<file path="src/ghs_pkg.sv">
// shared types, constants and the tap weight lookup for the histogram smoother
// no dependencies
package ghs_pkg;

    localparam int MAX_BINS_DEF       = 64;
    localparam int MAX_HALF_WIDTH_DEF = 7;
    localparam int CFG_INDEX_W        = 2;
    localparam int CFG_DATA_W         = 64;

    localparam logic [CFG_INDEX_W-1:0] REG_HALF_WIDTH    = 2'd0;
    localparam logic [CFG_INDEX_W-1:0] REG_PERIODIC_MODE = 2'd1;
    localparam logic [CFG_INDEX_W-1:0] REG_WEIGHTS_NEAR  = 2'd2;
    localparam logic [CFG_INDEX_W-1:0] REG_WEIGHTS_FAR   = 2'd3;

    typedef struct packed {
        logic signed [31:0] sample;
        logic               last_sample;
    } in_item_t;

    typedef struct packed {
        logic signed [31:0] smoothed;
        logic [5:0]         bin_index;
        logic               last_result;
        logic               overflowed;
    } out_item_t;

    typedef struct packed {
        logic [2:0]  half_width;
        logic        periodic_mode;
        logic [63:0] weights_near;
        logic [63:0] weights_far;
    } cfg_t;

    // q1.15 weight for a distance, zero past seven
    function automatic logic [15:0] weight_of(input logic [63:0] near, input logic [63:0] far,
                                              input logic [3:0] d);
        logic [15:0] w;
        begin
            case (d)
                4'd0:    w = near[15:0];
                4'd1:    w = near[31:16];
                4'd2:    w = near[47:32];
                4'd3:    w = near[63:48];
                4'd4:    w = far[15:0];
                4'd5:    w = far[31:16];
                4'd6:    w = far[47:32];
                4'd7:    w = far[63:48];
                default: w = 16'd0;
            endcase
            return w;
        end
    endfunction

endpackage

</file>
<file path="src/ghs_loader.sv">
// front end: accepts samples, writes them into the current bank, posts a job per channel
// depends on ghs_pkg
module ghs_loader #(
    parameter int MAX_BINS = 64,
    parameter int IDX_W    = 6,
    parameter int CNT_W    = 7
) (
    input  logic                 clk,
    input  logic                 rst_n,
    input  logic                 in_valid,
    output logic                 in_ready,
    input  ghs_pkg::in_item_t    in_item,
    input  logic                 q_full,
    output logic                 push,
    output logic [CNT_W+1:0]     job,
    output logic                 wr_en,
    output logic [IDX_W:0]       wr_addr,
    output logic [31:0]          wr_data
);
    import ghs_pkg::*;

    logic [CNT_W-1:0] count_reg, count_next;
    logic             ovf_reg, ovf_next;
    logic             bank_reg, bank_next;
    logic             accept;
    logic             room;
    logic [CNT_W-1:0] job_n;

    assign in_ready = !q_full;
    assign accept   = in_valid && in_ready;
    assign room     = count_reg < CNT_W'(MAX_BINS);
    assign wr_en    = accept && room;
    assign wr_addr  = {bank_reg, count_reg[IDX_W-1:0]};
    assign wr_data  = in_item.sample;
    assign job_n    = room ? count_reg + CNT_W'(1) : count_reg;
    assign push     = accept && in_item.last_sample;
    assign job      = {bank_reg, ovf_reg || !room, job_n};

    always_comb
    begin
        count_next = count_reg;
        ovf_next   = ovf_reg;
        bank_next  = bank_reg;
        if (accept)
        begin
            if (in_item.last_sample)
            begin
                count_next = '0;
                ovf_next   = 1'b0;
                bank_next  = !bank_reg;
            end
            else if (room)
            begin
                count_next = count_reg + CNT_W'(1);
            end
            else
            begin
                ovf_next = 1'b1;
            end
        end
    end

    always_ff @(posedge clk or negedge rst_n)
    begin
        if (!rst_n)
        begin
            count_reg <= '0;
            ovf_reg   <= 1'b0;
            bank_reg  <= 1'b0;
        end
        else
        begin
            count_reg <= count_next;
            ovf_reg   <= ovf_next;
            bank_reg  <= bank_next;
        end
    end

endmodule

</file>
<file path="config.mk">
export PLATFORM = sky130hd
export DESIGN_NAME = ghs_loader
export DESIGN_NICKNAME = d
export VERILOG_FILES = /design/src/ghs_pkg.sv /design/src/ghs_loader.sv
export SDC_FILE = /design/constraint.sdc
export NUM_CORES = 1
export LEC_CHECK = 0
export BUFFER_PORTS_ARGS = -buffer_cell sky130_fd_sc_hd__buf_2
export CAP_MARGIN = 20
export CORE_MARGIN = 5
export CORE_UTILIZATION = 37
export DETAILED_ROUTE_END_ITERATION = 12
export PLACE_DENSITY = 0.82
export SETUP_SLACK_MARGIN = 0.1
export SLEW_MARGIN = 20
export SYNTH_ARGS = -nofsm -noshare
export SYNTH_HDL_FRONTEND = slang
export SYNTH_SLANG_ARGS = --single-unit
</file>
<file path="constraint.sdc">
create_clock -name clk -period 2.9 [get_ports clk]
set_clock_uncertainty 0.2 [all_clocks]
set_input_delay 0.58 -clock clk [delete_from_list [all_inputs] [get_ports clk]]
set_output_delay 0.58 -clock clk [all_outputs]
set_load 0.01 [all_outputs]
</file>
==> out/qor.yml, run 1 <==
status: "complete, no violations"
yosys.area_share.simple: 0.1654
fp.dieW_um: 57.64
first_pass_iters: 4
syn_to_final_growth_pct: -15.50
antenna_found_initial: 0
holdWs_ns: 0.2835
reg2reg_depth: 3
clock.fmax_ghz: 0.4441
slowest_delay_ns: 0.47
drt_wl_total_mm: 1.583
crit_path_start_kind: "flip-flop"
die_area_sq_mm: 0.003322
clk_latency_ns: 0.26
routed-via-count: 520
r2r_start: "count_reg[6]"
r2r_slack_ns: 1.28
core.rowCount: 17
min-delay-start: "bank_reg"
fill_cells: 236
avgSynthCellArea_sq_um: 9.226
port_buffers: 23
tritoncts: "done"
wl_per_cell_um: 15.08
ios: 88
place_area_sq_um: 673.1
worst-path-buf-inv: 1
fin_crit_ns: 2.252
synth-compound-area-share: 0.08495
synth_warnings: 0
grt_first_pass_wirelength_mm: 2.435
crit_chain: "ha_1, nand4b_1, xnor2_1, buf_2"
worstPathArrival_ns: 1.47
antenna_left: 0
cp_data_required_time_ns: 2.12
crit_family: "flip-flops"
cpMaxStageDelayCell: "dfrtp_1"
ir_drop_v: 0.0002699
synth_mux_area_frac: 0.01341
post-route-drc-count: 0
end_kind: "output pin"
setup_viol: 0
start_util: 0.3832
place_congestion: 0.7543
die_h_um: 57.64
setup_tns_ns: 0
drt_iter0_markers: 7
finish.instance_area_sq_um: 709.4
worstMarginPinSlew_ns: 0.4328
clk_path_buf_depth: 2
postSynthCellCount: 91
track_usage: 0.09447
crit_cells: 4
drv_slew: 0
p_leak_nw: 0.3824
grt_max_degree: 14
ctsResizeCount: 0
viasPerCell: 4.952
hold_viol: 0
ys_ff_latch: 9
power.density_mw_per_mm2: 553.8
diodes: 0
netlist_area_sq_um: 839.6
dp_hpwl_mm: 1.208
maxCapViolCount: 0
finalCritPeriodShare: 0.7765
nets: 116
cts_made_buffers: 3
htree_levels: 1
grt_pass1_vias: 502
hp-class: "flip-flop to flip-flop"
holdPathStages: 1
clkTransAtPathRegs_ns: 0.07
cts_sinks: 9
synth_top_family_by_area: "buffers and inverters"
globalRouteOverflowTotal: 0
drive_above_1_share: 0.3896
rsz0062_at_grt: "no"
relSlewSlack: 0.7115
yosys.area_share.xor_xnor: 0.06259
syn_nets: 129
ys_seq_area_frac: 0.2683
coreArea_sq_mm: 0.002191
crit_fanout: 5
regArea_sq_um: 225.2
startpoint: "count_reg[0]"
largest_reg_flops: 7
yosys.area_share.adder: 0.01490
root_buffer: "clkbuf_4"
criticalPathCategory: "flip-flop to output pin"
ys_types: 28
multiInputGateArea_sq_um: 286.5
[metrics by stage]
step / power [mW] / worst slack [ns] / instances / util
after global placement: 0.2928 / 0.8407 / 100 / 0.3073
after global routing: 0.4245 / 0.4713 / 105 / 0.3238
final: 0.3929 / 0.6482 / 105 / 0.3238
after floorplan: 0.3186 / 1.057 / 91 / -
after CTS: 0.3980 / 0.6214 / 105 / 0.3238
after detailed placement: 0.2963 / 0.8055 / 100 / 0.3073
[repair_timing]
action / CTS / global route
endpoints found under the setup margin: 0 / 0
buffers inserted: 0 / 0
hold buffers: 1 / 0
hold endpoints to repair: 9 / 0
[worst register-to-register path, cell delays in order (launching register included)]
cell and delay [ns]:
dfrtp_1 0.47, nand4b_4 0.26, or3_1 0.37, a31o_1 0.22
[path summary, 6_finish.rpt]
path,endpoint
max,job[4]
min,bank_reg
max reg2reg,count_reg[5]
min reg2reg,bank_reg
max in group asynchronous,count_reg[0]
min in group asynchronous,count_reg[3]
[area by class of cell]
| class | count | share of cell area |
|---|---|---|
| flip-flops and latches | 9 | 0.3175 |
| multi-input cells | 37 | 0.4039 |
| repair buffers | 24 | 0.1764 |
| clock buffers | 4 | 0.03704 |
| inverters | 3 | 0.01587 |
| well taps | 28 | 0.04938 |
[metal layers]
layer	wire, um	vias up	track usage
met5	0	-	0
met4	44	0	0.05298
met3	196	18	0.06013
met2	669	29	0.1274
met1	673	239	0.1128
li1	-	234	-
[cells by family after synthesis]
group / count (synthesis)
simple gates: 21
xor+xnor: 6
buf+inv: 45
fa+ha+maj: 1
flops: 9
compound gates: 8
mux: 1
[power by group]
part	switching, mW	internal (mW)
Clock	0.0466	0.0531
Sequential	0.0267	0.144
Combinational	0.0638	0.0590
Total	0.137	0.256
[synthesized netlist by cell type (all sizes together)]
cell     n  area share
a22o     3       0.031
a311o    2       0.025
a31o     1       0.010
and2     3       0.022
and3     1      0.0075
buf     42        0.38
dfrtp    9        0.27
ha       1       0.015
inv      3       0.013
mux2     1       0.013
nand2    1      0.0045
nand2b   3       0.022
nand3    2       0.012
nand4b   2       0.039
nor2     4       0.018
nor4     2       0.015
nor4b    1       0.010
o21a     1      0.0089
o21bai   1      0.0089
or2      1      0.0075
or3      1      0.0075
xnor2    5       0.052
xor2     1       0.010
[layout by cell type, fill, tap and decap left out, drive strengths merged, types with 2 or more instances in the layout]
cell type and count:
and2 3, nand2b 3, nand4b 2, buf 23, clkbuf 4, nand3 2, nor4 2, a22o 3
nor2 4, dfrtp 9, xnor2 5, inv 3, a311o 2
Note: power is estimated with default switching activity, not from simulation.
==> run 2, diff against run 1 <==
--- a/config.mk
+++ b/config.mk
@@ -5,12 +5,13 @@
 export SDC_FILE = /design/constraint.sdc
 export NUM_CORES = 1
 export LEC_CHECK = 0
+export ABC_AREA = 1
 export BUFFER_PORTS_ARGS = -buffer_cell sky130_fd_sc_hd__buf_2
 export CAP_MARGIN = 20
 export CORE_MARGIN = 5
-export CORE_UTILIZATION = 37
+export CORE_UTILIZATION = 32
 export DETAILED_ROUTE_END_ITERATION = 12
-export PLACE_DENSITY = 0.82
+export PLACE_DENSITY = 0.75
 export SETUP_SLACK_MARGIN = 0.1
 export SLEW_MARGIN = 20
 export SYNTH_ARGS = -nofsm -noshare
==> constraint.sdc (replaced) <==
create_clock -name clk -period 1.9 [get_ports clk]
set_clock_uncertainty 0.2 [all_clocks]
set_input_delay 0.38 -clock clk [delete_from_list [all_inputs] [get_ports clk]]
set_output_delay 0.38 -clock clk [all_outputs]
set_load 0.01 [all_outputs]
==> run 2 against run 1 <==
  * The run now ends with setup timing left
  * Critical path depth up 3
  * Via count up 27%
  * Critical path type unchanged
  * Critical endpoint unchanged
  * Count of clock-buffer cells in the layout unchanged
  * Highest routed layer unchanged
  * Global-route usage up 1.6 points
==> out/qor.yml, run 2 <==
fill_cells: 292  # +24%
drv_slew: 0  # unchanged
diodes: 0  # unchanged
crit_fanout: 3  # -2
p_leak_nw: 0.5035  # +32%
ios: 88  # unchanged
min-delay-start: "in_item[0]"
ys_types: 23  # -18%
worstReg2RegEnd: "count_reg[4]"
worstPathArrival_ns: 1.35  # -0.12 ns
viasPerCell: 4.601  # -7.1%
nets: 152  # +31%
final_cell_mix: "24 x nand2_1, 21 x buf_2, 10 x inv_1, 10 x buf_4, 8 x dfrtp_1"
cp_data_required_time_ns: 1.32  # -0.80 ns
synth_edf_count: 0  # unchanged
fp.dieW_um: 61.79  # +7.2%
synthTopCellsByCount: "40 x buf_4, 26 x nand2_1, 13 x inv_1"
worstMarginPinSlew_ns: 0.2293  # -0.2035 ns
core.rowCount: 18  # +1
end_kind: "output pin"
clock.fmax_ghz: 0.5175
wl_per_cell_um: 14.66  # -2.7%
postSynthCellCount: 115  # +26%
netlist_area_sq_um: 858.3  # +2.2%
cts_made_buffers: 3  # unchanged
die_h_um: 61.79  # +7.2%
status: "complete, but fails checks"
rsz0062_at_grt: "yes"
routed-via-count: 658  # +27%
coreArea_sq_mm: 0.002522  # +15%
startpoint: "count_reg[1]"
hp-class: "input pin to flip-flop"
drive_above_1_share: 0.4867  # +0.09712
fin_crit_ns: 1.932
clk_latency_ns: 0.27  # about the same
crit_path_start_kind: "flip-flop"
htree_levels: 1  # unchanged
ys_ff_latch: 9  # unchanged
clk_path_buf_depth: 2  # unchanged
r2r_slack_ns: 0.41  # -0.87 ns
root_buffer: "clkbuf_4"
maxCapViolCount: 0  # unchanged
synth_top_area_frac: 0.3499  # -0.007821
die_area_sq_mm: 0.003818  # +15%
syn_nets: 153  # +19%
clkTransAtPathRegs_ns: 0.07  # about the same
grt_first_pass_wirelength_mm: 3.008  # +24%
syn_to_final_growth_pct: 0
dp_worst_setup_slack_ns: 0.1773  # -0.6283 ns
drt_wl_total_mm: 2.097  # +32%
avgSynthCellArea_sq_um: 7.464  # -19%
holdWs_ns: 0.2337  # -0.04986 ns
grt_pass1_vias: 600  # +20%
globalRouteOverflowTotal: 0  # unchanged
port_buffers: 23  # unchanged
violations: "setup timing"
relSlewSlack: 0.8471  # +0.1356
ys_seq_area_frac: 0.2624  # -0.005866
finalCritPeriodShare: 1.017
post-route-drc-count: 0  # unchanged
largest_reg_flops: 7  # unchanged
r2r_start: "count_reg[1]"
worst_slack_ns: -0.03245  # -0.6806 ns
worstHoldEndpoint: "count_reg[5]"
async_flop_share: 1.000  # unchanged
reg2reg_depth: 9  # +6
final_common_cell: "nand2_1"
place_area_sq_um: 725.7  # +7.8%
criticalPathCategory: "flip-flop to output pin"
fin_util: 0.3403  # +0.01646
tritoncts: "done"
start_util: 0.3403  # -0.04293
power.density_mw_per_mm2: 705.6  # +27%
antenna_left: 0  # unchanged
first_pass_iters: 4  # unchanged
hold_viol: 0  # unchanged
finish.instance_area_sq_um: 858.3  # +21%
dp_hpwl_mm: 1.556  # +29%
synth_warnings: 0  # unchanged
synth_area_leaders: "buf_4 35%, dfrtp_1 26%, nand2_1 11%, inv_1 5.7%, nand2_4 2.6%"
setup_viol: 2  # +2
cts_sinks: 9  # unchanged
holdPathStages: 4  # +3
synth_ff_type: "dfrtp_1"
ir_drop_v: 0.0003415  # +27%
power_mw: 0.6056  # +54%
track_usage: 0.1104  # +0.01589
place_congestion: 0.8018  # +6.3%
antenna_found_initial: 0  # unchanged
yosysMostFrequentCell: "buf_4"
drt_iter0_markers: 22  # +15
grt_max_degree: 10  # -4
yosysTopAreaCell: "buf_4"
-- run 2: area by class of cell --
class                   count  area [sq um]  area share
multi-input cells          51         296.5      0.3455
flip-flops and latches      9         226.5      0.2638
repair buffers             34         212.7      0.2478
inverters                  15         58.81     0.06851
well taps                  30         37.54     0.04373
clock buffers               4         26.28     0.03061
-- run 2: kinds of logic (layout without fill, tap and decap cells) --
family / after synthesis / after routing / synth area share
AO/OA/AOI/OAI: 8 / 8 / 0.05684
XOR/XNOR: 1 / 1 / 0.01021
adder cells (fa/ha/maj): 1 / 1 / 0.01457
buffers and inverters: 55 / 53 / 0.4155
flip-flops: 9 / 9 / 0.2624
AND/OR/NAND/NOR: 41 / 41 / 0.2405
-- run 2: worst max-delay path by stage --
| stage | slack [ns] | endpoint | depth (start not counted) |
|---|---|---|---|
| floorplan | 0.33 | job[4] | 5 |
| global placement | 0.24 | job[4] | 7 |
| global route | -0.14 | job[4] | 7 |
| detailed placement | 0.18 | job[4] | 7 |
| finish | -0.03 | job[4] | 7 |
| CTS | -0.01 | job[4] | 7 |
-- run 2: metrics by stage --
step	cells	TNS (ns)
CTS	139	-0.01916
global placement	130	0
global route	143	-0.4093
finish	143	-0.04122
floorplan	115	0
detailed placement	130	0
-- run 2: timing repair --
| item | 4_1_cts | 5_1_grt |
|---|---|---|
| pin swaps | 2 | 5 |
| gates resized for setup | 5 | 9 |
| hold buffers | 1 | 0 |
| buffers inserted | 4 | 4 |
| setup endpoints to repair | 7 | 8 |
| hold endpoints to repair | 9 | 0 |
-- run 2: power by group --
group | total (mW) | leakage, nW | internal [mW] | switching (mW)
registers | 0.232 | 0.120 | 0.213 | 0.0186
logic | 0.219 | 0.369 | 0.106 | 0.112
clock network | 0.155 | 0.0150 | 0.0813 | 0.0740
total | 0.606 | 0.504 | 0.401 | 0.205
-- run 2: critical path, cell delays in order (launching register included) --
cell,delay (ns)
dfrtp_1,0.37
ha_2,0.20
nand2_2,0.07
nor2_4,0.13
nand2_1,0.06
nand2_1,0.06
nand2_2,0.07
buf_6,0.12
-- run 2: layer usage --
layer  wire (um)  track usage  vias to the layer above
met5           0            0                        -
li1            -            -                      307
met2        1083       0.1749                       44
met3         315      0.07645                       13
met4          48      0.05758                        0
met1         649       0.1083                      294
