--- src/ghs_pkg.sv ---
// shared types, constants and the tap weight lookup for the histogram smoother
// no dependencies
package ghs_pkg;

    localparam int MAX_BINS_DEF       = 64;
    localparam int MAX_HALF_WIDTH_DEF = 7;
    localparam int CFG_INDEX_W        = 2;
    localparam int CFG_DATA_W         = 64;

    localparam logic [CFG_INDEX_W-1:0] REG_HALF_WIDTH    = 2'd0;
    localparam logic [CFG_INDEX_W-1:0] REG_PERIODIC_MODE = 2'd1;
    localparam logic [CFG_INDEX_W-1:0] REG_WEIGHTS_NEAR  = 2'd2;
    localparam logic [CFG_INDEX_W-1:0] REG_WEIGHTS_FAR   = 2'd3;

    typedef struct packed {
        logic signed [31:0] sample;
        logic               last_sample;
    } in_item_t;

    typedef struct packed {
        logic signed [31:0] smoothed;
        logic [5:0]         bin_index;
        logic               last_result;
        logic               overflowed;
    } out_item_t;

    typedef struct packed {
        logic [2:0]  half_width;
        logic        periodic_mode;
        logic [63:0] weights_near;
        logic [63:0] weights_far;
    } cfg_t;

    // q1.15 weight for a distance, zero past seven
    function automatic logic [15:0] weight_of(input logic [63:0] near, input logic [63:0] far,
                                              input logic [3:0] d);
        logic [15:0] w;
        begin
            case (d)
                4'd0:    w = near[15:0];
                4'd1:    w = near[31:16];
                4'd2:    w = near[47:32];
                4'd3:    w = near[63:48];
                4'd4:    w = far[15:0];
                4'd5:    w = far[31:16];
                4'd6:    w = far[47:32];
                4'd7:    w = far[63:48];
                default: w = 16'd0;
            endcase
            return w;
        end
    endfunction

endpackage

--- src/ghs_job_queue.sv ---
// two-entry queue of loaded channels between loader and smoothing engine
// depends on ghs_pkg
module ghs_job_queue #(
    parameter int W = 9
) (
    input  logic         clk,
    input  logic         rst_n,
    input  logic         push,
    input  logic [W-1:0] push_data,
    input  logic         pop,
    output logic         full,
    output logic         head_valid,
    output logic [W-1:0] head
);
    import ghs_pkg::*;

    logic [W-1:0] slot_reg [2];
    logic         rd_ptr_reg, wr_ptr_reg;
    logic [1:0]   cnt_reg, cnt_next;

    assign full       = cnt_reg == 2'd2;
    assign head_valid = cnt_reg != 2'd0;
    assign head       = slot_reg[rd_ptr_reg];

    always_comb
    begin
        cnt_next = cnt_reg;
        if (push && !pop)
            cnt_next = cnt_reg + 2'd1;
        else if (pop && !push)
            cnt_next = cnt_reg - 2'd1;
    end

    always_ff @(posedge clk)
    begin
        if (push)
            slot_reg[wr_ptr_reg] <= push_data;
    end

    always_ff @(posedge clk or negedge rst_n)
    begin
        if (!rst_n)
        begin
            rd_ptr_reg <= 1'b0;
            wr_ptr_reg <= 1'b0;
            cnt_reg    <= 2'd0;
        end
        else
        begin
            cnt_reg <= cnt_next;
            if (push)
                wr_ptr_reg <= !wr_ptr_reg;
            if (pop)
                rd_ptr_reg <= !rd_ptr_reg;
        end
    end

endmodule

--- config.mk ---
export PLATFORM = sky130hd
export DESIGN_NAME = ghs_job_queue
export DESIGN_NICKNAME = d
export VERILOG_FILES = /design/src/ghs_pkg.sv /design/src/ghs_job_queue.sv
export SDC_FILE = /design/constraint.sdc
export NUM_CORES = 1
export LEC_CHECK = 0
export BUFFER_PORTS_ARGS = -buffer_cell sky130_fd_sc_hd__buf_2
export CAP_MARGIN = 20
export CORE_MARGIN = 3
export CORE_UTILIZATION = 53
export DETAILED_ROUTE_END_ITERATION = 10
export GPL_TIMING_DRIVEN = 0
export PLACE_DENSITY_LB_ADDON = 0.3
export SYNTH_ARGS = -nofsm -noshare
export SYNTH_HDL_FRONTEND = slang
export SYNTH_SLANG_ARGS = --single-unit
--- constraint.sdc ---
create_clock -name clk -period 2.8 [get_ports clk]
set_input_delay 0.28 -clock clk [delete_from_list [all_inputs] [get_ports clk]]
set_output_delay 0.28 -clock clk [all_outputs]
set_load 0.02 [all_outputs]
==> results of run 1 <==
metrics by stage:
step | power, uW | std cells
detailed placement | 900 | 83
global placement | 883 | 83
global route | 1090 | 88
floorplan | 790 | 44
finish | 1030 | 88
CTS | 1040 | 88
path summary, 6_finish.rpt:
check | start | endpoint | slack [ps]
setup / recovery | rd_ptr_reg$_DFFE_PN0P_ | head[0] | 1210
max in group asynchronous | rst_n | cnt_reg[0]$_DFFE_PN0P_ | 2340
hold reg to reg | cnt_reg[1]$_DFFE_PN0P_ | cnt_reg[1]$_DFFE_PN0P_ | 500
hold / removal | push_data[5] | slot_reg[1][5]$_DFFE_PP_ | 160
setup reg to reg | wr_ptr_reg$_DFFE_PN0P_ | slot_reg[0][2]$_DFFE_PP_ | 1380
min in group asynchronous | rst_n | rd_ptr_reg$_DFFE_PN0P_ | 330
cells in the mapped netlist:
cell,number,share of area
sky130_fd_sc_hd__xor2_1,4,0.040
sky130_fd_sc_hd__mux2_4,9,0.15
sky130_fd_sc_hd__nor2b_1,1,0.0071
sky130_fd_sc_hd__dfrtp_1,4,0.11
sky130_fd_sc_hd__or2_1,1,0.0071
sky130_fd_sc_hd__nor2_1,1,0.0043
sky130_fd_sc_hd__buf_6,1,0.013
sky130_fd_sc_hd__and2b_2,1,0.010
sky130_fd_sc_hd__xnor2_1,1,0.010
sky130_fd_sc_hd__edfxtp_1,18,0.62
sky130_fd_sc_hd__inv_1,1,0.0043
sky130_fd_sc_hd__ha_1,1,0.014
sky130_fd_sc_hd__and2_1,1,0.0071
worst max-delay path, delay by kind of cell (launching register included):
family                 cells  cell delay, ps
flip-flops                 1             400
buffers and inverters      2             320
multiplexers               1             300
kinds of logic (layout without fill, tap and decap cells):
kind of cell / Yosys count / in the layout / share of synthesized area
xor+xnor: 5 / 5 / 0.0499
mux: 9 / 9 / 0.154
simple gates: 5 / 5 / 0.0356
flops: 22 / 22 / 0.729
fa+ha+maj: 1 / 1 / 0.0142
buf+inv: 2 / 30 / 0.0171
report_power, final:
| group | internal [uW] | switching, uW | total [uW] | leakage, uW |
|---|---|---|---|---|
| Clock | 55.3 | 85.9 | 141 | 0.0000150 |
| Sequential | 444 | 38.4 | 483 | 0.000216 |
| Combinational | 192 | 209 | 401 | 0.000222 |
area by class of cell:
cell class / count / share of cell area
flip-flops and latches: 22 / 0.610
multi-input cells: 20 / 0.212
repair buffers: 24 / 0.119
clock buffers: 4 / 0.0250
well taps: 16 / 0.0191
plain buffers: 1 / 0.0107
inverters: 1 / 0.00358
metal layers:
metal  routed length [um]  up-vias
met5                    0        -
met4                   12        0
met3                   66        2
met2                  633       14
met1                  459      202
li1                     -      219
==> metrics.txt, run 1 <==
# TYPE chip_impl_metric gauge
chip_impl_info{name="crit_slowest_cell",value="sky130_fd_sc_hd__dfrtp_1"} 1
chip_impl_metric{name="wl_cell",unit="um"} 13.3
chip_impl_metric{name="hold_path_depth",unit=""} 1
chip_impl_metric{name="groute.layer.met1.usage",unit=""} 0.149
chip_impl_metric{name="gate_count_of_the_mapped_netlist",unit=""} 44
chip_impl_metric{name="grt_util_all_layers",unit=""} 0.125
chip_impl_metric{name="critical_path.max_fanout",unit=""} 10
chip_impl_metric{name="io_buffers",unit=""} 23
chip_impl_metric{name="layout_cells_sized_above_1",unit=""} 0.514
chip_impl_metric{name="grt_overflow",unit=""} 0
chip_impl_metric{name="postSynthRegisterBits",unit=""} 22
chip_impl_metric{name="worst_setup_slack_after_layout",unit="ps"} 1210
chip_impl_metric{name="num_antenna_cells",unit=""} 0
chip_impl_metric{name="multiInputGateArea",unit="um^2"} 223
chip_impl_metric{name="setup-violations-final",unit=""} 0
chip_impl_metric{name="timing_hold_violations_final",unit=""} 0
chip_impl_metric{name="max-slew-margin-rel",unit=""} 0.463
chip_impl_metric{name="global_route.usage.met3",unit=""} 0.0469
chip_impl_info{name="mostFrequentLayoutCells",value="sky130_fd_sc_hd__buf_2, sky130_fd_sc_hd__edfxtp_1, sky130_fd_sc_hd__mux2_4, sky130_fd_sc_hd__xor2_1, sky130_fd_sc_hd__dfrtp_1"} 1
chip_impl_metric{name="final.fill_count",unit=""} 116
chip_impl_metric{name="dieHeight",unit="um"} 46.7
chip_impl_metric{name="met2_usage",unit=""} 0.223
chip_impl_metric{name="sequential_element_share_of_the_synthesized_area",unit=""} 0.729
chip_impl_metric{name="finish.net_count",unit=""} 87
chip_impl_metric{name="critical-path-max-stage-delay",unit="ps"} 400
chip_impl_info{name="timing_worst_setup_path_type",value="reg -> out"} 1
chip_impl_metric{name="num_rows",unit=""} 14
chip_impl_metric{name="yosys_cell_types",unit=""} 13
chip_impl_metric{name="cts_hold_buf",unit=""} 1
chip_impl_metric{name="placement.cell_area",unit="um^2"} 1010
chip_impl_metric{name="layout_min_cycle_time",unit="ps"} 1590
chip_impl_metric{name="ant_nets",unit=""} 0
chip_impl_info{name="tritoncts",value="built"} 1
chip_impl_metric{name="ctsHtreeMaxLevel",unit=""} 1
chip_impl_metric{name="cellLeakagePower",unit="uW"} 0.000453
chip_impl_info{name="rsz_0062_raised_after_global_routing",value="no"} 1
chip_impl_metric{name="synth_fp_nets",unit=""} 58
chip_impl_metric{name="postRouteWirelength",unit="mm"} 1.17
chip_impl_metric{name="final_cell_area",unit="um^2"} 1050
chip_impl_metric{name="globalplace.congestion",unit=""} 0.604
chip_impl_info{name="ctsRootBufferMaster",value="sky130_fd_sc_hd__clkbuf_4"} 1
chip_impl_metric{name="cts_buffers",unit=""} 3
chip_impl_info{name="outcome",value="completed"} 1
chip_impl_metric{name="die_area",unit="um^2"} 2180
chip_impl_metric{name="dp_worst_setup_slack",unit="ps"} 1320
chip_impl_metric{name="worstPathArrival",unit="ps"} 1310
chip_impl_metric{name="synthesis.yosys.warnings",unit=""} 0
chip_impl_info{name="worst_setup_path_start_kind",value="flop"} 1
chip_impl_metric{name="largest_reg_flops",unit=""} 18
chip_impl_metric{name="finish.utilization",unit=""} 0.681
chip_impl_metric{name="post_cts_resize_count",unit=""} 0
chip_impl_metric{name="worst-slew-pin-transition",unit="ps"} 804
chip_impl_info{name="crit_path_end_kind",value="output pin"} 1
chip_impl_metric{name="sequential_cell_area",unit="um^2"} 641
chip_impl_metric{name="vias_per_cell",unit=""} 4.97
chip_impl_info{name="worstHoldPathType",value="in -> reg"} 1
chip_impl_metric{name="chipWidth",unit="um"} 46.7
chip_impl_metric{name="floorplan.io_pins",unit=""} 24
chip_impl_metric{name="clk_path_buf_depth",unit=""} 2
chip_impl_metric{name="cts.repair_timing.setup_buffer_count",unit=""} 0
chip_impl_metric{name="ir_worst_vdd",unit="uV"} 725
chip_impl_metric{name="worst-r2r-cell-count",unit=""} 1
chip_impl_metric{name="initial_core_util",unit=""} 0.570
chip_impl_metric{name="clock-skew-final",unit="ps"} 7.55
chip_impl_metric{name="post_synth_instance_area",unit="um^2"} 878
chip_impl_metric{name="clkTransAtPathRegs",unit="ps"} 110
chip_impl_metric{name="first_pass_iters",unit=""} 4
chip_impl_info{name="worstPathCellList",value="buf_6 > mux2_4 > buf_2"} 1
chip_impl_metric{name="tns",unit="ps"} 0
chip_impl_metric{name="area_growth",unit="%"} 19.5
chip_impl_metric{name="syn-mean-instance-area",unit="um^2"} 20.0
chip_impl_metric{name="grt_pass1_vias",unit=""} 420
chip_impl_metric{name="worst_ep_required_time",unit="ps"} 2520
chip_impl_metric{name="cts_num_sinks",unit=""} 22
chip_impl_metric{name="route.vias.total",unit=""} 437
chip_impl_metric{name="grt_max_degree",unit=""} 13
chip_impl_metric{name="number_of_antenna_violations_at_the_first_check_in_global_routing",unit=""} 0
chip_impl_metric{name="grt_first_pass_wirelength",unit="mm"} 1.86
chip_impl_metric{name="timing.hold.ws",unit="ps"} 164
chip_impl_metric{name="power.density_cell_area",unit="nW/um^2"} 977
chip_impl_info{name="mostFrequentLayoutCell",value="sky130_fd_sc_hd__buf_2"} 1
chip_impl_metric{name="initialDrtViolationCount",unit=""} 6
chip_impl_info{name="busiest_layer",value="met2"} 1
chip_impl_metric{name="core_area",unit="um^2"} 1540
chip_impl_metric{name="detail_route.drc_violations",unit=""} 0
chip_impl_metric{name="clk_latency",unit="ps"} 290
chip_impl_metric{name="fmaxAchievable",unit="MHz"} 629
chip_impl_metric{name="post-route-period-util",unit=""} 0.568
chip_impl_metric{name="report.final.slew_viol_count",unit=""} 0
chip_impl_metric{name="drv.max_cap_violation_count",unit=""} 0
Note: power is estimated with default switching activity, not from simulation.
==> run 2: changes to the inputs <==
CORE_UTILIZATION = 44   (was 53)
clock period = 1.4 ns   (was 2.8 ns; I/O delays follow)
==> run 2 against run 1 <==
Compared with the run above: the run now ends with setup timing left; design area up 5.8%; global-route usage fell by 2.1 points; clock skew rose by 0.94 ps; non-clock buffer count increased by 5; first-iteration DRC count is 83% lower; via count grew 3.0%; worst hold slack got worse by 150 ps; critical path depth stayed put; die area grew 18%; sequential cell count is the same; core utilization down 6.4 points; sequential share of layout area down 3.4 points; largest cell class unchanged; largest power group unchanged; highest routed layer unchanged.
==> metrics.txt, run 2 (synthesized netlist as in run 1, its figures left out) <==
# TYPE chip_impl_metric gauge
chip_impl_metric{name="dieHeight",unit="um"} 50.7
chip_impl_metric{name="number_of_antenna_violations_at_the_first_check_in_global_routing",unit=""} 0
chip_impl_metric{name="post-route-period-util",unit=""} 1.03
chip_impl_metric{name="clk_path_buf_depth",unit=""} 2
chip_impl_info{name="outcome",value="finished, violations left"} 1
chip_impl_metric{name="worst_setup_slack_after_layout",unit="ps"} -43.5
chip_impl_metric{name="dp_hpwl",unit="um"} 853
chip_impl_metric{name="stdcell_count",unit=""} 102
chip_impl_metric{name="fmaxAchievable",unit="MHz"} 693
chip_impl_metric{name="detailroute.wirelength.met3",unit="um"} 68
chip_impl_metric{name="final.fill_count",unit=""} 155
chip_impl_metric{name="final_cell_area",unit="um^2"} 1110
chip_impl_metric{name="vias_per_cell",unit=""} 4.41
chip_impl_metric{name="sequential_cell_fraction_of_total_power",unit=""} 0.460
chip_impl_metric{name="crit_cells",unit=""} 3
chip_impl_metric{name="cellLeakagePower",unit="uW"} 0.000475
chip_impl_metric{name="io_buffers",unit=""} 23
chip_impl_metric{name="max-slew-margin-rel",unit=""} 0.679
chip_impl_metric{name="cts_buffers",unit=""} 3
chip_impl_metric{name="worst_ep_required_time",unit="ps"} 1260
chip_impl_info{name="worst_setup_path_start_kind",value="flop"} 1
chip_impl_metric{name="globalplace.congestion",unit=""} 0.659
chip_impl_metric{name="finalPower",unit="uW"} 2080
chip_impl_metric{name="area_growth",unit="%"} 26.5
chip_impl_metric{name="pwr-share-comb",unit=""} 0.402
chip_impl_metric{name="largest_reg_flops",unit=""} 18
chip_impl_info{name="tritoncts",value="built"} 1
chip_impl_metric{name="num_rows",unit=""} 15
chip_impl_info{name="failed_checks",value="setup timing"} 1
chip_impl_info{name="worstHoldPathType",value="in -> reg"} 1
chip_impl_metric{name="grt_overflow",unit=""} 0
chip_impl_info{name="cp_top_family",value="flip-flops"} 1
chip_impl_metric{name="detail_route.drc_violations",unit=""} 0
chip_impl_metric{name="layout_cells_sized_above_1",unit=""} 0.506
chip_impl_metric{name="sequential_cell_area",unit="um^2"} 641
chip_impl_info{name="worstPathCellList",value="buf_6 > mux2_4 > buf_2"} 1
chip_impl_metric{name="worstPathArrival",unit="ps"} 1300
chip_impl_metric{name="wl_cell",unit="um"} 11.7
chip_impl_metric{name="ant_nets",unit=""} 0
chip_impl_metric{name="critical_path.max_fanout",unit=""} 10
chip_impl_metric{name="cts_num_sinks",unit=""} 22
chip_impl_metric{name="placed_cells_incl_taps",unit=""} 92
chip_impl_metric{name="finish.net_count",unit=""} 92
chip_impl_metric{name="timing_hold_violations_final",unit=""} 0
chip_impl_metric{name="worst-r2r-cell-count",unit=""} 1
chip_impl_info{name="highest-signal-layer",value="met4"} 1
chip_impl_info{name="crit_slowest_cell",value="sky130_fd_sc_hd__dfrtp_1"} 1
chip_impl_metric{name="num_antenna_cells",unit=""} 0
chip_impl_metric{name="ctsHtreeMaxLevel",unit=""} 1
chip_impl_metric{name="grt_pass1_vias",unit=""} 417
chip_impl_metric{name="critical-path-max-stage-delay",unit="ps"} 390
chip_impl_metric{name="ir_worst_vdd",unit="uV"} 972
chip_impl_metric{name="power.density_cell_area",unit="nW/um^2"} 1880
chip_impl_metric{name="floorplan.io_pins",unit=""} 24
chip_impl_metric{name="drv.max_cap_violation_count",unit=""} 0
chip_impl_metric{name="core_area",unit="um^2"} 1800
chip_impl_info{name="timing_worst_setup_path_type",value="reg -> out"} 1
chip_impl_info{name="mostFrequentLayoutCell",value="sky130_fd_sc_hd__buf_2"} 1
chip_impl_metric{name="multiInputGateArea",unit="um^2"} 225
chip_impl_metric{name="chipWidth",unit="um"} 50.7
chip_impl_metric{name="critPathBufInv",unit=""} 2
chip_impl_metric{name="met1_routed_length",unit="um"} 534
chip_impl_metric{name="dp_worst_setup_slack",unit="ps"} -25.7
chip_impl_metric{name="worst-slew-pin-transition",unit="ps"} 479
chip_impl_metric{name="grt_util_all_layers",unit=""} 0.105
chip_impl_metric{name="initial_core_util",unit=""} 0.487
chip_impl_metric{name="grt_max_degree",unit=""} 13
chip_impl_metric{name="route.vias.total",unit=""} 450
chip_impl_metric{name="placement.cell_area",unit="um^2"} 1020
chip_impl_info{name="ctsRootBufferMaster",value="sky130_fd_sc_hd__clkbuf_4"} 1
chip_impl_metric{name="finish.utilization",unit=""} 0.617
chip_impl_metric{name="clock-skew-final",unit="ps"} 8.49
chip_impl_info{name="mostFrequentLayoutCells",value="sky130_fd_sc_hd__buf_2, sky130_fd_sc_hd__edfxtp_1, sky130_fd_sc_hd__mux2_4, sky130_fd_sc_hd__dlygate4sd3_1"} 1
chip_impl_metric{name="route.met2.wl",unit="um"} 559
chip_impl_info{name="crit_path_end_kind",value="output pin"} 1
chip_impl_info{name="rsz_0062_raised_after_global_routing",value="yes"} 1
chip_impl_metric{name="clock_network_power_share",unit=""} 0.138
chip_impl_metric{name="initialDrtViolationCount",unit=""} 1
chip_impl_metric{name="postRouteWirelength",unit="mm"} 1.19
chip_impl_metric{name="die_area",unit="um^2"} 2570
chip_impl_metric{name="power.share.switching",unit=""} 0.323
chip_impl_metric{name="report.final.slew_viol_count",unit=""} 0
chip_impl_metric{name="clkTransAtPathRegs",unit="ps"} 110
chip_impl_metric{name="power_switching",unit="uW"} 674
chip_impl_metric{name="hold_path_depth",unit=""} 1
chip_impl_metric{name="setup-violations-final",unit=""} 9
chip_impl_metric{name="clk_latency",unit="ps"} 300
chip_impl_metric{name="first_pass_iters",unit=""} 2
chip_impl_metric{name="grt_first_pass_wirelength",unit="mm"} 1.87
chip_impl_metric{name="intPower",unit="uW"} 1410
chip_impl_metric{name="layout_min_cycle_time",unit="ps"} 1440
-- run 2: cell types whose count changed in the layout (fill, tap and decap cells not counted), sizes merged --
cell and delta:
dlygate4sd3 +4, buf +1
-- run 2: repair_timing --
item                                    4_1_cts  5_1_grt
endpoints found under the setup margin       18        9
buffers inserted                              1        0
pin swaps                                     0        0
resized for setup                             1        0
hold endpoints to repair                      4        8
hold buffers                                  1        4
-- run 2: cell type report --
type | instances | share of cell area
Buffer | 1 | 0.0101
Clock buffer | 4 | 0.0236
Inverter | 1 | 0.00338
Multi-Input combinational cell | 20 | 0.203
Sequential cell | 22 | 0.577
Tap cell | 25 | 0.0282
Timing Repair Buffer | 29 | 0.155
-- run 2: path summary, 6_finish.rpt --
check / end / slack (ps) / from
worst max-delay path: head[8] / -40 / rd_ptr_reg$_DFFE_PN0P_
worst min-delay path: slot_reg[1][5]$_DFFE_PP_ / 20 / push_data[5]
worst max register to register: slot_reg[0][3]$_DFFE_PP_ / 210 / wr_ptr_reg$_DFFE_PN0P_
worst min register to register: cnt_reg[1]$_DFFE_PN0P_ / 490 / cnt_reg[1]$_DFFE_PN0P_
max in group asynchronous: rd_ptr_reg$_DFFE_PN0P_ / 1130 / rst_n
min in group asynchronous: wr_ptr_reg$_DFFE_PN0P_ / 140 / rst_n
-- run 2: stage by stage --
| stage | setup TNS, ps | hold slack [ps] |
|---|---|---|
| final | -368 | 17.4 |
| after global placement | -347 | -49.6 |
| after detailed placement | -230 | -49.4 |
| after floorplan | 0 | -156 |
| after global routing | -904 | 0.278 |
| after CTS | -492 | 10.4 |
-- run 2: metal layers --
metal	global-route usage	vias to the layer above
met2	0.148	17
met5	0	-
met1	0.129	205
met4	0.0807	0
met3	0.0386	3
li1	-	225
-- run 2: power by group through the flow --
stage	Sequential [uW]	Clock [uW]	Combinational, uW
5_1_grt	977	331	897
2_1_floorplan	957	0	624
3_3_place_gp	966	0	819
6_report	958	287	839
3_5_place_dp	976	0	815
4_1_cts	961	292	845
